===== config.mk =====
export PLATFORM = sky130hd
export DESIGN_NAME = i2c_slave_write_receiver
export DESIGN_NICKNAME = d
export VERILOG_FILES = /design/src/rtl/core/i2csw_pkg.sv /design/src/rtl/core/i2csw_in_stage.sv /design/src/rtl/core/i2csw_fsm.sv /design/src/rtl/core/i2csw_out_stage.sv /design/src/rtl/core/i2c_slave_write_receiver.sv
export VERILOG_INCLUDE_DIRS = /design/src /design/src/rtl/core
export SDC_FILE = /design/constraint.sdc
export NUM_CORES = 1
export LEC_CHECK = 0
export ABC_CLOCK_PERIOD_IN_PS = 6100
export BUFFER_PORTS_ARGS = -buffer_cell sky130_fd_sc_hd__buf_2
export CORE_MARGIN = 1.5
export CORE_UTILIZATION = 62
export DETAILED_ROUTE_END_ITERATION = 6
export HOLD_SLACK_MARGIN = 0.15
export MAX_ROUTING_LAYER = met4
export PLACE_DENSITY = 0.88
export SYNTH_ARGS = -nofsm -noshare
export SYNTH_HDL_FRONTEND = slang
export SYNTH_SLANG_ARGS = --single-unit

===== constraint.sdc =====
create_clock -name clk -period 6.1 [get_ports clk]
set_input_delay 0.61 -clock clk [delete_from_list [all_inputs] [get_ports clk]]
set_output_delay 0.61 -clock clk [all_outputs]
set_load 0.02 [all_outputs]

===== src/rtl/core/assert_macros.svh =====
// assertion helpers shared by the rtl
`ifndef ASSERT_MACROS_SVH
`define ASSERT_MACROS_SVH

// property checked at every rising edge outside reset
`define ASSERT_ALWAYS(label, clk, rst_n, prop, msg) \
	label: assert property (@(posedge clk) disable iff (!rst_n) (prop)) else $error(msg);

// implication whose consequent is checked in the cycle after its condition
`define ASSERT_NEXT(label, clk, rst_n, cond, prop, msg) \
	label: assert property (@(posedge clk) disable iff (!rst_n) (cond) |=> (prop)) \
		else $error(msg);

`endif


===== src/rtl/core/i2csw_pkg.sv =====
package i2csw_pkg;

	localparam int ADDR_W = 7;
	localparam int BYTE_W = 8;
	localparam int CNT_W = 4;
	localparam logic [CNT_W-1:0] BYTE_BITS = 4'd8;
	// number of data bytes taken after an acknowledged write address
	localparam logic [1:0] DATA_BYTES = 2'd2;

	typedef enum logic [6:0] {
		PH_IDLE     = 7'b0000001,
		PH_ADDR     = 7'b0000010,
		PH_ADDR_END = 7'b0000100,
		PH_ADDR_ACK = 7'b0001000,
		PH_DATA     = 7'b0010000,
		PH_DATA_END = 7'b0100000,
		PH_DATA_ACK = 7'b1000000
	} phase_t;

	typedef struct packed {
		logic scl;
		logic sda;
	} sample_t;

	typedef struct packed {
		logic              sda_pull_low;
		logic              byte_valid;
		logic [BYTE_W-1:0] byte_value;
		logic              byte_number;
	} result_t;

endpackage


===== src/rtl/core/i2csw_in_stage.sv =====
module i2csw_in_stage (
	input  logic                clk,
	input  logic                arst_n,
	input  logic                in_valid,
	output logic                in_ready,
	input  i2csw_pkg::sample_t  sample,
	input  logic                advance,
	output logic                valid_s1,
	output i2csw_pkg::sample_t  sample_s1
);

	logic in_fire;

	assign in_ready = !valid_s1 || advance;
	assign in_fire  = in_valid && in_ready;

	always_ff @(posedge clk or negedge arst_n) begin
		if (!arst_n) begin
			valid_s1 <= 1'b0;
		end else if (in_fire) begin
			valid_s1 <= 1'b1;
		end else if (advance) begin
			valid_s1 <= 1'b0;
		end
	end

	always_ff @(posedge clk) begin
		if (in_fire) begin
			sample_s1 <= sample;
		end
	end

endmodule


===== src/rtl/core/i2csw_fsm.sv =====
`include "assert_macros.svh"

module i2csw_fsm (
	input  logic                                clk,
	input  logic                                arst_n,
	input  logic                                cfg_valid,
	input  logic [i2csw_pkg::ADDR_W-1:0]        cfg_addr,
	input  logic                                fire,
	input  i2csw_pkg::sample_t                  sample_s1,
	output i2csw_pkg::result_t                  result
);

	i2csw_pkg::phase_t                  phase_q, phase_d;
	logic [i2csw_pkg::CNT_W-1:0]        bit_count_q, bit_count_d, cnt_inc;
	logic [i2csw_pkg::BYTE_W-1:0]       shift_q, shift_d, shifted;
	logic [i2csw_pkg::ADDR_W-1:0]       own_address_q;
	logic                               prev_scl_q, prev_sda_q;
	logic                               bytes_done_q, bytes_done_d;
	logic                               ack_q, ack_d;
	logic                               rise, fall;

	assign rise    = !prev_scl_q && sample_s1.scl;
	assign fall    = prev_scl_q && !sample_s1.scl;
	assign shifted = {shift_q[i2csw_pkg::BYTE_W-2:0], sample_s1.sda};
	assign cnt_inc = bit_count_q + 4'd1;

	always_comb begin
		phase_d             = phase_q;
		bit_count_d         = bit_count_q;
		shift_d             = shift_q;
		bytes_done_d        = bytes_done_q;
		ack_d               = ack_q;
		result.byte_valid   = 1'b0;
		result.byte_value   = '0;
		result.byte_number  = 1'b0;
		case (phase_q)
			i2csw_pkg::PH_ADDR, i2csw_pkg::PH_DATA: begin
				if (rise) begin
					shift_d     = shifted;
					bit_count_d = cnt_inc;
					if (cnt_inc >= i2csw_pkg::BYTE_BITS) begin
						if (phase_q == i2csw_pkg::PH_ADDR) begin
							// upper seven bits are the address, bit 0 is read/write
							if (shifted[i2csw_pkg::BYTE_W-1:1] == own_address_q) begin
								phase_d = i2csw_pkg::PH_ADDR_END;
							end else begin
								phase_d = i2csw_pkg::PH_IDLE;
							end
						end else begin
							result.byte_valid  = 1'b1;
							result.byte_value  = shifted;
							result.byte_number = bytes_done_q;
							phase_d            = i2csw_pkg::PH_DATA_END;
						end
					end
				end
			end
			i2csw_pkg::PH_ADDR_END: begin
				if (fall) begin
					ack_d   = 1'b1;
					phase_d = i2csw_pkg::PH_ADDR_ACK;
				end
			end
			i2csw_pkg::PH_DATA_END: begin
				if (fall) begin
					ack_d   = 1'b1;
					phase_d = i2csw_pkg::PH_DATA_ACK;
				end
			end
			i2csw_pkg::PH_ADDR_ACK: begin
				if (fall) begin
					ack_d = 1'b0;
					if (!shift_q[0]) begin
						phase_d      = i2csw_pkg::PH_DATA;
						bytes_done_d = 1'b0;
						bit_count_d  = '0;
						shift_d      = '0;
					end else begin
						phase_d = i2csw_pkg::PH_IDLE;
					end
				end
			end
			i2csw_pkg::PH_DATA_ACK: begin
				if (fall) begin
					ack_d = 1'b0;
					if ({1'b0, bytes_done_q} + 2'd1 >= i2csw_pkg::DATA_BYTES) begin
						phase_d = i2csw_pkg::PH_IDLE;
					end else begin
						bytes_done_d = 1'b1;
						phase_d      = i2csw_pkg::PH_DATA;
						bit_count_d  = '0;
						shift_d      = '0;
					end
				end
			end
			default: begin
				phase_d = i2csw_pkg::PH_IDLE;
				ack_d   = 1'b0;
				// start: sda falls while scl stays high
				if (prev_scl_q && sample_s1.scl && prev_sda_q && !sample_s1.sda) begin
					phase_d      = i2csw_pkg::PH_ADDR;
					bit_count_d  = '0;
					shift_d      = '0;
					bytes_done_d = 1'b0;
				end
			end
		endcase
		result.sda_pull_low = ack_d;
	end

	always_ff @(posedge clk or negedge arst_n) begin
		if (!arst_n) begin
			own_address_q <= '0;
		end else if (cfg_valid) begin
			own_address_q <= cfg_addr;
		end
	end

	always_ff @(posedge clk or negedge arst_n) begin
		if (!arst_n) begin
			phase_q      <= i2csw_pkg::PH_IDLE;
			bit_count_q  <= '0;
			shift_q      <= '0;
			prev_scl_q   <= 1'b1;
			prev_sda_q   <= 1'b1;
			bytes_done_q <= 1'b0;
			ack_q        <= 1'b0;
		end else if (fire) begin
			phase_q      <= phase_d;
			bit_count_q  <= bit_count_d;
			shift_q      <= shift_d;
			prev_scl_q   <= sample_s1.scl;
			prev_sda_q   <= sample_s1.sda;
			bytes_done_q <= bytes_done_d;
			ack_q        <= ack_d;
		end
	end

	`ASSERT_ALWAYS(a_ack_phase, clk, arst_n, !ack_q || phase_q == i2csw_pkg::PH_ADDR_ACK || phase_q == i2csw_pkg::PH_DATA_ACK, "ack driven outside an acknowledge clock")
	`ASSERT_ALWAYS(a_cnt_range, clk, arst_n, bit_count_q <= i2csw_pkg::BYTE_BITS, "bit count past a byte")
	`ASSERT_NEXT(a_byte_end, clk, arst_n, fire && result.byte_valid, phase_q == i2csw_pkg::PH_DATA_END, "byte reported without moving to its ack")

endmodule


===== src/rtl/core/i2csw_out_stage.sv =====
module i2csw_out_stage (
	input  logic                clk,
	input  logic                arst_n,
	input  logic                valid_s1,
	input  i2csw_pkg::result_t  result,
	output logic                advance,
	output logic                fire,
	output logic                out_valid,
	input  logic                out_ready,
	output i2csw_pkg::result_t  result_q
);

	logic valid_q;

	assign advance   = !valid_q || out_ready;
	assign fire      = valid_s1 && advance;
	assign out_valid = valid_q;

	always_ff @(posedge clk or negedge arst_n) begin
		if (!arst_n) begin
			valid_q <= 1'b0;
		end else if (advance) begin
			valid_q <= valid_s1;
		end
	end

	always_ff @(posedge clk) begin
		if (fire) begin
			result_q <= result;
		end
	end

endmodule


===== src/rtl/core/i2c_slave_write_receiver.sv =====
// I2C slave write receiver with 7-bit addressing. Each input beat is one sample of the SCL and
// SDA lines and yields exactly one output beat: sda_pull_low for the open-drain driver and, on
// the sample that completes a data byte, byte_valid with the byte and its number within the
// transfer. A start (SDA falling while SCL is high) opens a transfer; the address is shifted in
// MSB first on each rise of SCL and acknowledged when its upper ADDR_W bits match own_address.
// A write then takes two data bytes, each acknowledged and reported. Stop and repeated start
// are not detected mid-transfer. One sample is accepted every clock unless out_ready holds the
// output back; a result passes the input register, then the phase update into the result
// register. own_address is written through the cfg channel, which is always ready; the user
// must write it only while the block is idle, as the block itself does not enforce this.
module i2c_slave_write_receiver (
	input  logic                                clk,
	input  logic                                arst_n,
	input  logic                                cfg_valid,
	output logic                                cfg_ready,
	input  logic [i2csw_pkg::ADDR_W-1:0]        own_address,
	input  logic                                in_valid,
	output logic                                in_ready,
	input  logic                                scl_level,
	input  logic                                sda_level,
	output logic                                out_valid,
	input  logic                                out_ready,
	output logic                                sda_pull_low,
	output logic                                byte_valid,
	output logic [i2csw_pkg::BYTE_W-1:0]        byte_value,
	output logic                                byte_number
);

	i2csw_pkg::sample_t  sample, sample_s1;
	i2csw_pkg::result_t  result, result_q;
	logic                valid_s1, advance, fire;

	assign cfg_ready  = 1'b1;
	assign sample.scl = scl_level;
	assign sample.sda = sda_level;

	i2csw_in_stage u_in (
		.clk       (clk),
		.arst_n    (arst_n),
		.in_valid  (in_valid),
		.in_ready  (in_ready),
		.sample    (sample),
		.advance   (advance),
		.valid_s1  (valid_s1),
		.sample_s1 (sample_s1)
	);

	i2csw_fsm u_fsm (
		.clk       (clk),
		.arst_n    (arst_n),
		.cfg_valid (cfg_valid),
		.cfg_addr  (own_address),
		.fire      (fire),
		.sample_s1 (sample_s1),
		.result    (result)
	);

	i2csw_out_stage u_out (
		.clk       (clk),
		.arst_n    (arst_n),
		.valid_s1  (valid_s1),
		.result    (result),
		.advance   (advance),
		.fire      (fire),
		.out_valid (out_valid),
		.out_ready (out_ready),
		.result_q  (result_q)
	);

	assign sda_pull_low = result_q.sda_pull_low;
	assign byte_valid   = result_q.byte_valid;
	assign byte_value   = result_q.byte_value;
	assign byte_number  = result_q.byte_number;

endmodule


; ---- Yosys cells after proc, flatten, opt, wreduce, memory -nomap -nowiden
; Cells that the tools add are included.
[totals]
regBits = 44
inputBits = 14
output_inout_bits = 14
elab_cells = 106
[op_classes]
n_addsub = 2
magnitude_cmp = 2
eq_ne = 15
muxes = 38
n_bitwise = 5
reduce_logical = 27
[ops]
columns = op, n
row1 = $mux 7, 12
row2 = $pmux 7 s5, 1
row3 = $pmux 7 s4, 1
row4 = $mux 4, 6
row5 = $reduce_and 7->1, 3
row6 = $pmux 4 s4, 1
row7 = $ne 2x1->1 const B, 6
row8 = $mux 10, 1
row9 = $mux 5, 2
row10 = $mux 1, 9
row11 = $reduce_and 8->1, 1
row12 = $reduce_or 4->1, 2
row13 = $eq 7x2->1 const B, 1
row14 = $eq 7x3->1 const B, 1
row15 = $eq 7x4->1 const B, 1
row16 = $eq 7x5->1 const B, 1
row17 = $eq 7x6->1 const B, 1
row18 = $eq 7x7->1, 1
row19 = $eq 7x7->1 const B, 1
row20 = $logic_and 1x1->1, 7
row21 = $mux 6, 1
row22 = $pmux 1 s3, 2
row23 = $reduce_or 2->1, 3
row24 = $logic_not 1->1, 5
row25 = other kinds (13), 19

; ---- Depth between registers and ports, before layout
; Gate-level depths: netlist (run 1).
[depth]
depth_word = 6
mapped_depth = 8
depth_no_buf = 5

; ---- Modules after synthesis
; A second synthesis (run 1) with hierarchy kept.
[hier_totals]
cells_unflattened = 191
area_unflattened_um2 = 2302.2
[by_module_without_submodules]
columns = mod, n_inst, cells_each, area_per_inst_um2, seq_area_each_um2
row1 = i2csw_fsm, 1, 168, 1793.0, 729.4
row2 = i2csw_out_stage, 1, 15, 384.1, 355.3
row3 = i2csw_in_stage, 1, 6, 113.9, 85.1
row4 = i2c_slave_write_receiver, 1, 2, 11.3, 0.0

; ---- Worst setup path after synthesis (run 1)
; No wires, ideal clock.
[synth_path]
path_kind = reg-to-reg
start = register u_fsm.phase_q[6]
end = register u_fsm.phase_q[1]
setup_ps = 125
arrival_time_ps = 2023
required_ps = 5975
setup_slack_ps = 3952
path_stages_with_launch = 8
path_buffers = 2
synth_period_minus_slack_ps = 2148
path_cell_list = dfrtp_1 > buf_4 > or4_1 > clkbuf_2 > nor3_1 > o22ai_1 > nand2_2 > mux2_2
[synth_between]
elab_chain_len = 5
elab_cells_between_ends = 18
classes_between = eq/ne (12) / mux (4) / reduce/logical (2)
[synth_rtl]
columns = item, line
row1 = from (decl), i2csw_fsm.sv:13  ; i2csw_pkg::phase_t phase_q, phase_d;
row2 = from (signal assigned), i2csw_fsm.sv:121  ; phase_q <= i2csw_pkg::PH_IDLE;
row3 = from (signal assigned), i2csw_fsm.sv:129  ; phase_q <= phase_d;
row4 = $eq 7x2->1, "i2csw_fsm.sv:36, i2csw_fsm.sv:42"
row5 = $mux 6, i2csw_fsm.sv:42  ; if (phase_q == i2csw_pkg::PH_ADDR) begin
row6 = $mux 7, i2csw_fsm.sv:41  ; if (cnt_inc >= i2csw_pkg::BYTE_BITS) begin
row7 = $mux 7, i2csw_fsm.sv:38  ; if (rise) begin
row8 = $pmux 7 s5, i2csw_fsm.sv:36  ; case (phase_q)
; Several ways; a longest one is shown, not always the timed one. The select of a mux whose other input is x is not followed.
; A chain may end at the register's enable or synchronous reset.

; ---- Worst setup path in the final report (run 1)
[layout_path]
start = register u_fsm.phase_q[3]
end = register u_fsm.phase_q[2]
; Same word-level chain as after synthesis.

==> results of run 1 <==
[how the worst min path moves through the flow]
stage	start	to	depth (start not counted)
after floorplan	arst_n	u_fsm.ack_q	0
after global placement	u_in.valid_s1	u_out.out_valid	1
after detailed placement	u_in.valid_s1	u_out.out_valid	1
after CTS	arst_n	u_fsm.shift_q[5]	1
after global routing	arst_n	u_fsm.own_address_q[6]	1
final	arst_n	u_fsm.shift_q[5]	1
[stage by stage]
step	power, W	setup WS, ns	area (µm²)	hold WS [ns]	utilization, %
4_1_cts	0.0007244	3.330	2466	0.3765	71.65
3_5_place_dp	0.0005453	3.351	2382	0.4830	69.21
2_1_floorplan	0.0005013	3.952	2292	0.3144	-
5_1_grt	0.0007614	3.118	2466	0.4131	71.65
6_report	0.0007272	3.276	2466	0.3442	71.65
3_3_place_gp	0.0005374	3.433	2382	0.4689	69.21
[synthesized netlist by cell type (2+ instances only)]
library cell and n:
sky130_fd_sc_hd__a21oi_1 4, sky130_fd_sc_hd__a31oi_1 3, sky130_fd_sc_hd__and2_1 5, sky130_fd_sc_hd__buf_2 2
sky130_fd_sc_hd__buf_4 3, sky130_fd_sc_hd__buf_6 4, sky130_fd_sc_hd__clkbuf_1 2, sky130_fd_sc_hd__dfrtp_1 28
sky130_fd_sc_hd__dfstp_2 3, sky130_fd_sc_hd__edfxtp_1 13, sky130_fd_sc_hd__inv_1 14, sky130_fd_sc_hd__mux2_1 2
sky130_fd_sc_hd__mux2_2 12, sky130_fd_sc_hd__mux2i_1 11, sky130_fd_sc_hd__nand2_1 12, sky130_fd_sc_hd__nand2_2 2
sky130_fd_sc_hd__nand2b_1 3, sky130_fd_sc_hd__nand3b_1 2, sky130_fd_sc_hd__nand4_1 4, sky130_fd_sc_hd__nor2_1 4
sky130_fd_sc_hd__nor3_1 9, sky130_fd_sc_hd__nor3b_1 4, sky130_fd_sc_hd__nor4_1 6, sky130_fd_sc_hd__o21ai_0 4
sky130_fd_sc_hd__o32ai_1 2, sky130_fd_sc_hd__or4_1 3, sky130_fd_sc_hd__xnor2_1 6, sky130_fd_sc_hd__xor2_1 4
[metal layers]
layer	up-vias	global-route usage (%)	wire, µm
li1	765	-	-
met1	770	31.41	1864
met2	73	41.67	2306
met3	12	6.514	328
met4	0	9.511	104
met5	-	-	0
[flip-flops by register name, summed over array words and instances, names as in the netlist, 2 cells and up]
name / count
u_fsm.phase_q: 7
u_fsm.own_address_q: 7
u_out.result_q: 11
u_in.sample_s1: 2
u_fsm.bit_count_q: 4
u_fsm.shift_q: 7
[cell type report]
type	count	share of cell area, %
multi-input combinational	129	39.42
clock inverter	2	0.4566
tap	46	2.334
sequential	44	47.44
timing repair buffer	26	5.277
clock buffer	6	2.943
inverter	14	2.131
[cell usage in the layout (no fill, tap or decap), types with 2 or more instances in the layout]
cell / count
sky130_fd_sc_hd__nor2_1: 4
sky130_fd_sc_hd__inv_1: 14
sky130_fd_sc_hd__xnor2_1: 6
sky130_fd_sc_hd__mux2_2: 12
sky130_fd_sc_hd__o21ai_0: 4
sky130_fd_sc_hd__mux2i_1: 11
sky130_fd_sc_hd__nand2_1: 12
sky130_fd_sc_hd__edfxtp_1: 13
sky130_fd_sc_hd__xor2_1: 4
sky130_fd_sc_hd__buf_2: 26
sky130_fd_sc_hd__clkbuf_8: 5
sky130_fd_sc_hd__mux2_1: 2
sky130_fd_sc_hd__a21oi_1: 4
sky130_fd_sc_hd__nor3b_1: 4
sky130_fd_sc_hd__nand2_2: 2
sky130_fd_sc_hd__dfstp_2: 3
sky130_fd_sc_hd__a31oi_1: 3
sky130_fd_sc_hd__nand4_1: 4
sky130_fd_sc_hd__dfrtp_1: 28
sky130_fd_sc_hd__nand2b_1: 3
sky130_fd_sc_hd__nor4_1: 6
sky130_fd_sc_hd__and2_1: 5
sky130_fd_sc_hd__or4_1: 3
sky130_fd_sc_hd__o32ai_1: 2
sky130_fd_sc_hd__nand3b_1: 2
sky130_fd_sc_hd__nor3_1: 9
[cell families (layout without fill, tap and decap cells)]
logic type,count (synthesis),in the layout,synth area share (%)
simple gates,66,66,17.63
flops,44,44,51.04
buf+inv,27,48,6.550
compound gates,26,26,8.571
mux,25,25,11.68
xor+xnor,10,10,3.821
fa+ha+maj,1,1,0.5458
other cells,1,1,0.1636
[power breakdown]
part	internal (W)	leakage, nW	switching [W]	total, W
combinational	0.0000607	0.495	0.0000906	0.000151
sequential	0.000355	0.515	0.0000436	0.000398
clock	0.0000803	0.0455	0.0000971	0.000177
==> results.txt, run 1 <==
The flow ran to the end, and the final reports show no timing, DRC or antenna violations. The fraction of synthesis flops using an asynchronous set or reset pin came out at 70.45%. The number of failing hold endpoints at the final stage came out at 0. The number of port buffers is 26. The core area is 3442 µm². The wire length reported by the detailed router is 4.603 mm. TritonCTS built the clock tree. The non-filler instance count after layout came out at 267. The footprint of the flip-flops and latches is 1170 µm². The final worst-path cycle share is 46.30%. The shortest period the worst path allows came out at 2.824 ns. The worst flop-to-flop path endpoint is u_fsm.phase_q[2]. The critical path goes through or4_1, nor3_2, o22ai_1, nand2_2, mux2_2.

The vertical die dimension is 63.81 µm. Clock-pin slew was measured on the worst setup and hold paths at 0.09 ns. Sorting the synthesized cells by area gives the leading types as sky130_fd_sc_hd__dfrtp_1, sky130_fd_sc_hd__edfxtp_1, sky130_fd_sc_hd__mux2_2.

STA classifies the critical path startpoint as a flop. The total power divided by cell area came out at 294.9 nW/µm². The overflow left after global routing is 0. Tracing the worst setup path back leads to its startpoint at u_fsm.phase_q[3]. In the routed design, unresolved DRC markers number 0. The max capacitance violation total came out at 0. The worst vdd rail ir drop came out at 229.6 µV.

The count of clock tree sinks is 44. Setup repair after global routing left no endpoint under its margin. The critical path buffer and inverter count is 0. The worst reg-to-reg setup slack came out at 3.28 ns. The post-cts hold buffer count is 0. The worst path required time is 6.28 ns. The layout cell share with drive strength beyond 1 came out at 25.34%.

The post-synthesis net count came out at 215. Summed over all cells, the static leakage comes to 1.055 nW. The largest total area in the synthesized netlist belongs to sky130_fd_sc_hd__dfrtp_1.

The remaining number of nets flagged by the antenna check after routing came out at 0. Among all flip-flop cells after synthesis, the most frequent one is sky130_fd_sc_hd__dfrtp_1. The min-delay analysis places its worst path in the category in -> async. The critical path ends at u_fsm.phase_q[2].

The max-slew violation count is 0. The number of antenna diodes came out at 0. After detailed routing, the average wire length per cell comes to 17.24 µm.

The critical path capture point type is a flop. The wire length of the first global-routing pass came out at 7.645 mm. The number of global-route vias before repair is 1633. The upper clock frequency limit is 0.3541 GHz. The flip-flop and latch count after synthesis is 44. The cell count after synthesis is 200.

The root cell of the clock tree is sky130_fd_sc_hd__clkbuf_8. The average cell area after synthesis is 11.46 µm². The count of pins on the block boundary came out at 28. The number of unique standard cell types used by synthesis came out at 57. The worst setup path is of the reg -> reg kind. The weighted congestion at the end of routability-driven global placement came out at 0.9755. The placed cell count came out at 259. The die boundary width is 63.81 µm. The clock insertion delay at the later pin of the skew report is 0.30 ns. Setup violations remaining at the end of the flow were counted as 0. The peak per-stage delay on the critical path came out at 0.77 ns. The via density per instance is 6.067. The number of antenna violations at the first check in global routing is 0.

The number of filler instances in the final layout is 237. The sequential-to-total area share from yosys stat is 51.04%. The number of buffers created by CTS is 5. The slowest stage of the critical path is the sky130_fd_sc_hd__nor3_2 cell. The number of synthesis warnings came out at 0. The number of cells on the worst reg-to-reg path is 5. The number of setup buffers added after CTS is 0. The relative slew slack came out at 35.24%.

The critical path data arrival time is 3.01 ns. On the final layout, the worst clock skew is 0.01184 ns. No sink is reached through more buffers than the 2 on the longest clock path. The initial utilization of the core area, before any placement, comes to 66.59%.

The reg-to-reg startpoint is u_fsm.phase_q[3]. The critical path runs through a total of 5 cells. Summed over all failing endpoints, the final setup total negative slack is 0 ns. In this run the core area contains 21 standard-cell rows. The count of flip-flops with a built-in enable after synthesis is 13. The final net count is 235. The area of the die came out at 4071 µm². On the critical path the largest part of the delay comes from simple AND/OR/NAND/NOR gates.

The DRC violation total after the first TritonRoute iteration came out at 97. The H-tree depth is 2. The largest net degree at the start of global routing is 32. The number of gates resized after CTS was 0. In this run the cell area of the synthesized design comes to 2292 µm². In this run the worst path has a maximum fanout of 16. The transition time at the pin with the least slew margin came out at 0.9662 ns. The share of the synthesized area in the top cell type came out at 30.57%.

The total via count after detailed routing is 1620. From synthesis to final layout, the design area changed by 7.588%. For this run, the detailed router's first-pass iteration total came to 4. In the final layout, the multi-input gates occupy 972.2 µm².

The HPWL after detailed placement came out at 3.208 mm. The combined global-route utilization of all metal layers is 25.77%.
Power figures use the tool's default switching activity.
==> run 2: changes to the inputs <==
- ABC_AREA: not set -> 1
- ABC_CLOCK_PERIOD_IN_PS: 6100 -> 2500
- CORE_UTILIZATION: 62 -> 52
- PLACE_DENSITY: 0.88 -> 0.79
- clock period: 6.1 -> 2.5 ns (I/O delays scaled with it)
==> results.txt, run 2 <==
The count of pins on the block boundary is 28 (unchanged). The post-cts hold buffer count is 3 (+3). The DRC violations left came to 0 (unchanged). The flip-flop and latch count after synthesis was 44 (unchanged).

The number of search-and-repair iterations in the first detailed-routing pass is 4 (unchanged). The worst path required time came to 2.73 ns (-3.55 ns). Among cell families on the critical path, the largest total delay comes from simple AND/OR/NAND/NOR gates. The overflow left after global routing came out at 0 (unchanged). The final worst-path cycle share came out at 78.62% (+32 points). The post-synthesis net count is 309 (+44%).

STA classifies the critical path endpoint as a flop. The transition time at the pin with the least slew margin is 0.7048 ns (-0.2614 ns). The most common cell in the synthesized netlist is sky130_fd_sc_hd__nand2_1. The worst setup skew after layout came to 0.008741 ns (-0.003099 ns). The fraction of synthesis flops using an asynchronous set or reset pin is 70.45% (unchanged). The layout overhead on the synthesized area is 11.74%. The number of unique standard cell types used by synthesis is 30 (-47%). The share of the synthesized area in the top cell type was 29.74% (-0.83 points). The number of failing hold endpoints at the final stage came to 0 (unchanged). The number of synthesis warnings came out at 0 (unchanged). The via density per instance is 5.132 (-15%).

Among all flip-flop cells after synthesis, the most frequent one is sky130_fd_sc_hd__dfrtp_1. The worst-case clock buffer depth is 2 (unchanged). The remaining number of nets flagged by the antenna check after routing is 0 (unchanged). The total power consumption of the routed design is 0.001597 W (+120%). The number of buffers inserted to repair setup after CTS is 0 (unchanged). The core area came out at 4354 µm² (+26%). The number of flip-flops under the largest register name is 11 (unchanged). The clock transition at the registers of the reported paths was 0.09 ns (about the same).

The count of flip-flops with a built-in enable after synthesis is 13 (unchanged). The critical path buffer and inverter count is 0 (unchanged). The path type of the worst setup path is reg -> reg.

The upper clock frequency limit is 0.5088 GHz (+44%). The sequential-to-total area share from yosys stat came out at 49.65% (-1.4 points). The critical path data arrival time is 2.20 ns (-0.81 ns). The area of the die came to 4944 µm² (+21%). The worst vdd rail ir drop is 409.4 µV (+78%). The largest net degree at the start of global routing was 32 (unchanged). The placed cell count is 367 (+42%). The post-route setup TNS is 0 ns (unchanged). The combined global-route utilization of all metal layers is 21.47% (-4.3 points). The layout cell share with drive strength beyond 1 came out at 21.78% (-3.6 points). TritonCTS built the clock tree.

The number of buffers created by CTS came out at 5 (unchanged). The wire length reported by the detailed router came to 4.695 mm (+2.0%). The met2 track demand over resource in global routing came to 32.29% (-9.4 points). The weighted congestion at the end of routability-driven global placement was 0.8914 (-8.6%). The total standard cell area after synthesis came out at 2356 µm² (+2.8%). The count of clock tree sinks came out at 44 (unchanged).

The largest fanout of any net on the critical path came out at 15 (-1). The number of standard-cell rows in the floorplan came to 24 (+14%). The clock insertion delay at the later pin of the skew report came to 0.30 ns (about the same). The max capacitance violation total came out at 0 (unchanged). The shortest period the worst path allows came out at 1.965 ns (-0.8586 ns). The HPWL after detailed placement came out at 3.514 mm (+9.6%). The H-tree depth came to 2 (unchanged). The setup-violating endpoint count in the final report is 0 (unchanged).

The average wire per cell in the routed design is 12.42 µm (-28%). The number of antenna diodes is 0 (unchanged). The library cells used most frequently in the layout, excluding fill and tap cells, are sky130_fd_sc_hd__nand2_1, sky130_fd_sc_hd__nor2_1, sky130_fd_sc_hd__inv_1. The most utilized layer in the global route result is met2. The total of cells resized after clock tree synthesis came out at 0 (unchanged). The leakage power figure is 1.268 nW (+20%). The starting density of the core came out at 54.11% (-12 points).

The cell that appears most often on the critical path is sky130_fd_sc_hd__nor2_2. The DRC violation total after the first TritonRoute iteration is 166 (+71%). The average cell area after synthesis came out at 8.014 µm² (-30%). For this design, the slowest cell found on the critical path is sky130_fd_sc_hd__dfstp_2. The total power divided by cell area is 606.5 nW/µm² (+110%). The total via count after detailed routing is 1940 (+20%).

Setup repair after global routing left no endpoint under its margin. STA classifies the critical path startpoint as a flop. The max-slew violation count is 0 (unchanged). The non-filler instance count after layout is 378 (+42%). The library cell used most frequently in the layout, excluding fill and tap cells, is sky130_fd_sc_hd__nand2_1. The most flop-heavy register is u_out.result_q. The number of global-route vias before repair was 1788 (+9.5%). The number of antenna violations at the first check in global routing is 0 (unchanged). The library cell with the largest summed area after synthesis is sky130_fd_sc_hd__dfrtp_1.

The met3 usage in global routing is 5.628% (-0.89 points). By area the synthesized netlist is led by sky130_fd_sc_hd__dfrtp_1, sky130_fd_sc_hd__edfxtp_1, sky130_fd_sc_hd__nand2_1. The signal on the critical path passes through nor2_2, nand2_4, nor2_2, nor2_2, nor2_2, nor2_4, nand4_1, nand2_1. The die boundary width was 70.31 µm (+10%). The cell count after synthesis came out at 294 (+47%).

The min-delay analysis places its worst path in the category in -> reg. The flow ran to the end, and the final reports show no timing, DRC or antenna violations. The number of port buffers came out at 26 (unchanged). The peak per-stage delay on the critical path is 0.56 ns (-0.21 ns). The final net count is 340 (+45%). The relative slew slack came out at 53.01% (+18 points).

The wire length of the first global-routing pass came out at 8.066 mm (+5.5%). The commonest cells after synthesis are sky130_fd_sc_hd__nand2_1, sky130_fd_sc_hd__nor2_1, sky130_fd_sc_hd__inv_1. CTS placed an instance of sky130_fd_sc_hd__clkbuf_8 at the clock tree root. The met1 track demand over resource came out at 28.00% (-3.4 points). The vertical die dimension is 70.31 µm (+10%).
==> run 2: kinds of logic (layout without fill, tap and decap cells) <==
group           after synthesis  in the layout  synth area share [%]
compound gates               22             22                 5.152
xor+xnor                      2              2                0.7436
fa+ha+maj                     1              1                0.5310
buf+inv                      45             77                 8.072
flops                        44             44                 49.65
mux                           1              1                0.4779
other cells                   1              1                0.1592
simple gates                178            178                 35.21
==> run 2: stage by stage <==
stage                     worst slack (ns)  util [%]  hold WS (ns)  instance area (µm²)
after CTS                           0.5665     60.46        0.1506                 2633
after detailed placement            0.5951     57.76        0.3458                 2515
after floorplan                     0.8927         -      -0.04559                 2356
final                               0.5346     60.46        0.1527                 2633
after global placement              0.6602     57.76        0.3355                 2515
after global routing                0.3992     60.46        0.1552                 2633
==> run 2: per-layer routing <==
metal / part of all wire (%) / wire length [µm] / up-vias
met5: 0 / 0 / -
met4: 1.4 / 64 / 0
met2: 47 / 2224 / 49
li1: - / - / 999
met1: 47 / 2185 / 888
met3: 4.7 / 220 / 4
==> run 2: final timing paths <==
check | from | to | slack, ns | depth (start not counted)
worst min register to register | u_fsm.phase_q[0] | u_fsm.phase_q[0] | 0.49 | 2
worst max-delay path | u_fsm.phase_q[0] | u_fsm.bit_count_q[2] | 0.53 | 8
worst min-delay path | own_address[6] | u_fsm.own_address_q[6] | 0.15 | 3
max in group asynchronous | arst_n | u_fsm.shift_q[4] | 1.51 | 2
worst max register to register | u_fsm.phase_q[0] | u_fsm.bit_count_q[2] | 0.53 | 8
min in group asynchronous | arst_n | u_fsm.phase_q[6] | 0.53 | 2
==> run 2: final cells by class <==
class                           count  area, µm²
Fill cell                         387       1722
Sequential cell                    44       1170
Multi-Input combinational cell    205      996.0
Timing Repair Buffer               30      167.7
Inverter                           39      146.4
Clock buffer                        5      68.82
Tap cell                           52      65.06
Clock inverter                      3      18.77
==> run 2: power by group <==
group / internal (W) / switching (W) / total, W
clock network: 0.000193 / 0.000248 / 0.000441
logic: 0.0000917 / 0.000214 / 0.000306
registers: 0.000815 / 0.0000350 / 0.000850
==> run 2: worst reg2reg max path, stage by stage (launching register included) <==
cell and delay, ns:
sky130_fd_sc_hd__dfstp_2 0.56, sky130_fd_sc_hd__nor2_2 0.07, sky130_fd_sc_hd__nand2_4 0.10, sky130_fd_sc_hd__nor2_2 0.05
sky130_fd_sc_hd__nor2_2 0.50, sky130_fd_sc_hd__nor2_2 0.10, sky130_fd_sc_hd__nor2_4 0.25, sky130_fd_sc_hd__nand4_1 0.15
sky130_fd_sc_hd__nand2_1 0.11
==> run 3: changes to the inputs <==
- ABC_CLOCK_PERIOD_IN_PS: 2500 -> 1900
- CORE_UTILIZATION: 52 -> 58
- PLACE_DENSITY: 0.79 -> 0.83
- clock period: 2.5 -> 1.9 ns (I/O delays scaled with it)
==> results.txt, run 3 (synthesis results as in run 2) <==
The flow ran to the end, and the final reports show no timing, DRC or antenna violations. The clock tree from TritonCTS is built. The cell area after placement came out at 2547 µm² (+1.3%).

The number of failing hold endpoints at the final stage came out at 0 (unchanged). The most common cell type on the critical path is sky130_fd_sc_hd__nand2_1. The placement-stage worst setup slack is 0.1750 ns (-0.4202 ns). The max capacitance violation total came out at 0 (unchanged). The upper clock frequency limit is 0.5791 GHz (+14%). For this design, the slowest cell found on the critical path is sky130_fd_sc_hd__dfstp_2. The path type of the worst setup path is reg -> reg. The DRC violation total after the first TritonRoute iteration was 148 (-11%). The average wire per cell in the routed design came to 12.34 µm (-0.68%).

The total of cells resized after clock tree synthesis is 0 (unchanged). The area of the die is 4454 µm² (-9.9%). In this design, the largest share of critical-path delay is due to simple AND/OR/NAND/NOR gates.

The number of antenna violations at the first check in global routing is 0 (unchanged). The H-tree depth is 2 (unchanged). The vertical die dimension came to 66.74 µm (-5.1%).

The number of search-and-repair iterations in the first detailed-routing pass is 5 (+1). The number of global-route vias before repair came to 1837 (+2.7%). The overflow left after global routing came to 0 (unchanged).

The via density per instance is 5.062 (-1.4%). The non-filler instance count after layout came to 387 (+2.4%). The HPWL after detailed placement is 3.429 mm (-2.4%). The die boundary width is 66.74 µm (-5.1%). STA classifies the critical path startpoint as a flop.

Setup repair after global routing left no endpoint under its margin. The starting density of the core is 62.48% (+8.4 points). The clock insertion delay at the later pin of the skew report came out at 0.29 ns (about the same).

The tree is rooted in a sky130_fd_sc_hd__clkbuf_8. Leaving out fill and tap cells, the most frequent cells in the layout are sky130_fd_sc_hd__nand2_1, sky130_fd_sc_hd__nor2_1, sky130_fd_sc_hd__inv_1. The count of clock tree sinks is 44 (unchanged).

The core area came to 3771 µm² (-13%). The transition time at the pin with the least slew margin came out at 0.6979 ns (-0.006914 ns). The worst setup skew after layout is 0.004903 ns (-0.003837 ns). The wire length reported by the detailed router came out at 4.774 mm (+1.7%). The peak per-stage delay on the critical path came to 0.57 ns (about the same). The layout overhead on the synthesized area is 17.37%. The shortest period the worst path allows is 1.727 ns (-0.2387 ns). The leakage power figure came out at 1.341 nW (+5.8%). The placed cell count is 368 (+0.27%). The final net count came out at 353 (+3.8%).

The worst vdd rail ir drop came to 739.2 µV (+81%). The number of buffers inserted to repair setup after CTS came to 0 (unchanged). The post-cts hold buffer count was 11 (+8). The total via count after detailed routing is 1959 (+0.98%). The layout cell share with drive strength beyond 1 is 22.42% (+0.64 points). The number of buffers created by CTS came out at 5 (unchanged). The worst path required time is 2.08 ns (-0.65 ns). The final critical-path setup slack came out at 0.1733 ns (-0.3613 ns). In this run the worst hold path is classified as in -> reg. The largest fanout of any net on the critical path was 11 (-4). The max-slew violation count came out at 0 (unchanged). The number of flip-flops under the largest register name came to 11 (unchanged). The utilization of the core after routing is 73.32% (+13 points). The combined global-route utilization of all metal layers came out at 24.49% (+3.0 points).

The setup-violating endpoint count in the final report is 0 (unchanged). The wire length of the first global-routing pass came to 7.997 mm (-0.86%). The summed area of non-filler cells in the final layout came out at 2765 µm² (+5.0%).

The DRC violations left came to 0 (unchanged). The worst setup path is captured at a flop. The remaining number of nets flagged by the antenna check after routing came out at 0 (unchanged).

The largest net degree at the start of global routing is 32 (unchanged). The count of pins on the block boundary came out at 28 (unchanged). The worst-case clock buffer depth was 2 (unchanged).

The post-route setup TNS came out at 0 ns (unchanged). The critical path buffer and inverter count is 1 (+1). More flip-flops sit in one register than any other, and that register is u_out.result_q. The number of antenna diodes is 0 (unchanged).

The number of standard-cell rows in the floorplan came out at 22 (-8.3%). The relative slew slack came out at 53.47% (+0.46 points). The critical path data arrival time came to 1.91 ns (-0.29 ns). The clock transition at the registers of the reported paths is 0.08 ns (about the same). The final worst-path cycle share came out at 90.88% (+12 points).

The total power divided by cell area came to 811.4 nW/µm² (+34%). Traced cell by cell, the critical path runs through nor2_2, nand2_4, nor2_2, o21ai_1, nand2_1, inv_1, nand4_4, nand2_1, nand2_1. The weighted congestion at the end of routability-driven global placement is 0.9452 (+6.0%).

The number of port buffers is 26 (unchanged). The library cell used most frequently in the layout, excluding fill and tap cells, is sky130_fd_sc_hd__nand2_1.
-- run 3: per-layer routing --
layer | share of wire [%] | GRT usage, % | up-vias
met1 | 47 | 32.23 | 884
met5 | 0 | - | -
met4 | 0.92 | 7.908 | 0
met2 | 48 | 38.88 | 57
li1 | - | - | 1014
met3 | 4.4 | 4.223 | 4
-- run 3: worst paths after layout --
check	startpoint	to	slack (ns)	cells after the start
worst min-delay path	out_ready	u_out.out_valid	0.17	4
max in group asynchronous	arst_n	u_out.out_valid	0.97	2
worst max-delay path	u_fsm.phase_q[0]	u_fsm.bit_count_q[1]	0.17	9
worst max register to register	u_fsm.phase_q[0]	u_fsm.bit_count_q[1]	0.17	9
min in group asynchronous	arst_n	u_fsm.phase_q[3]	0.48	2
worst min register to register	u_fsm.phase_q[0]	u_fsm.phase_q[0]	0.50	2
-- run 3: report_power, final --
group / switching, W / leakage, nW / total, W / internal, W
Clock: 0.000294 / 0.0552 / 0.000684 / 0.000390
Sequential: 0.0000497 / 0.534 / 0.00112 / 0.00107
Combinational: 0.000288 / 0.753 / 0.000437 / 0.000149
Total: 0.000632 / 1.34 / 0.00224 / 0.00161
-- run 3: layout make-up --
| class | count | area, µm² |
|---|---|---|
| Clock buffer | 6 | 72.57 |
| Clock inverter | 2 | 35.03 |
| Fill cell | 291 | 1006 |
| Inverter | 39 | 146.4 |
| Multi-Input combinational cell | 205 | 996.0 |
| Sequential cell | 44 | 1170 |
| Tap cell | 48 | 60.06 |
| Timing Repair Buffer | 43 | 285.3 |
-- run 3: worst min-delay path: cells and delay by family --
kind,cells,cell delay (ns)
buffers and inverters,2,0.11
AND/OR/NAND/NOR,2,0.11
-- run 3: per-stage QoR --
| stage | hold WS, ns | total power [W] |
|---|---|---|
| after global routing | 0.1966 | 0.002357 |
| after floorplan | -0.1056 | 0.001432 |
| after CTS | 0.1634 | 0.002259 |
| after global placement | 0.2691 | 0.001547 |
| after detailed placement | 0.2731 | 0.001556 |
| final | 0.1711 | 0.002244 |
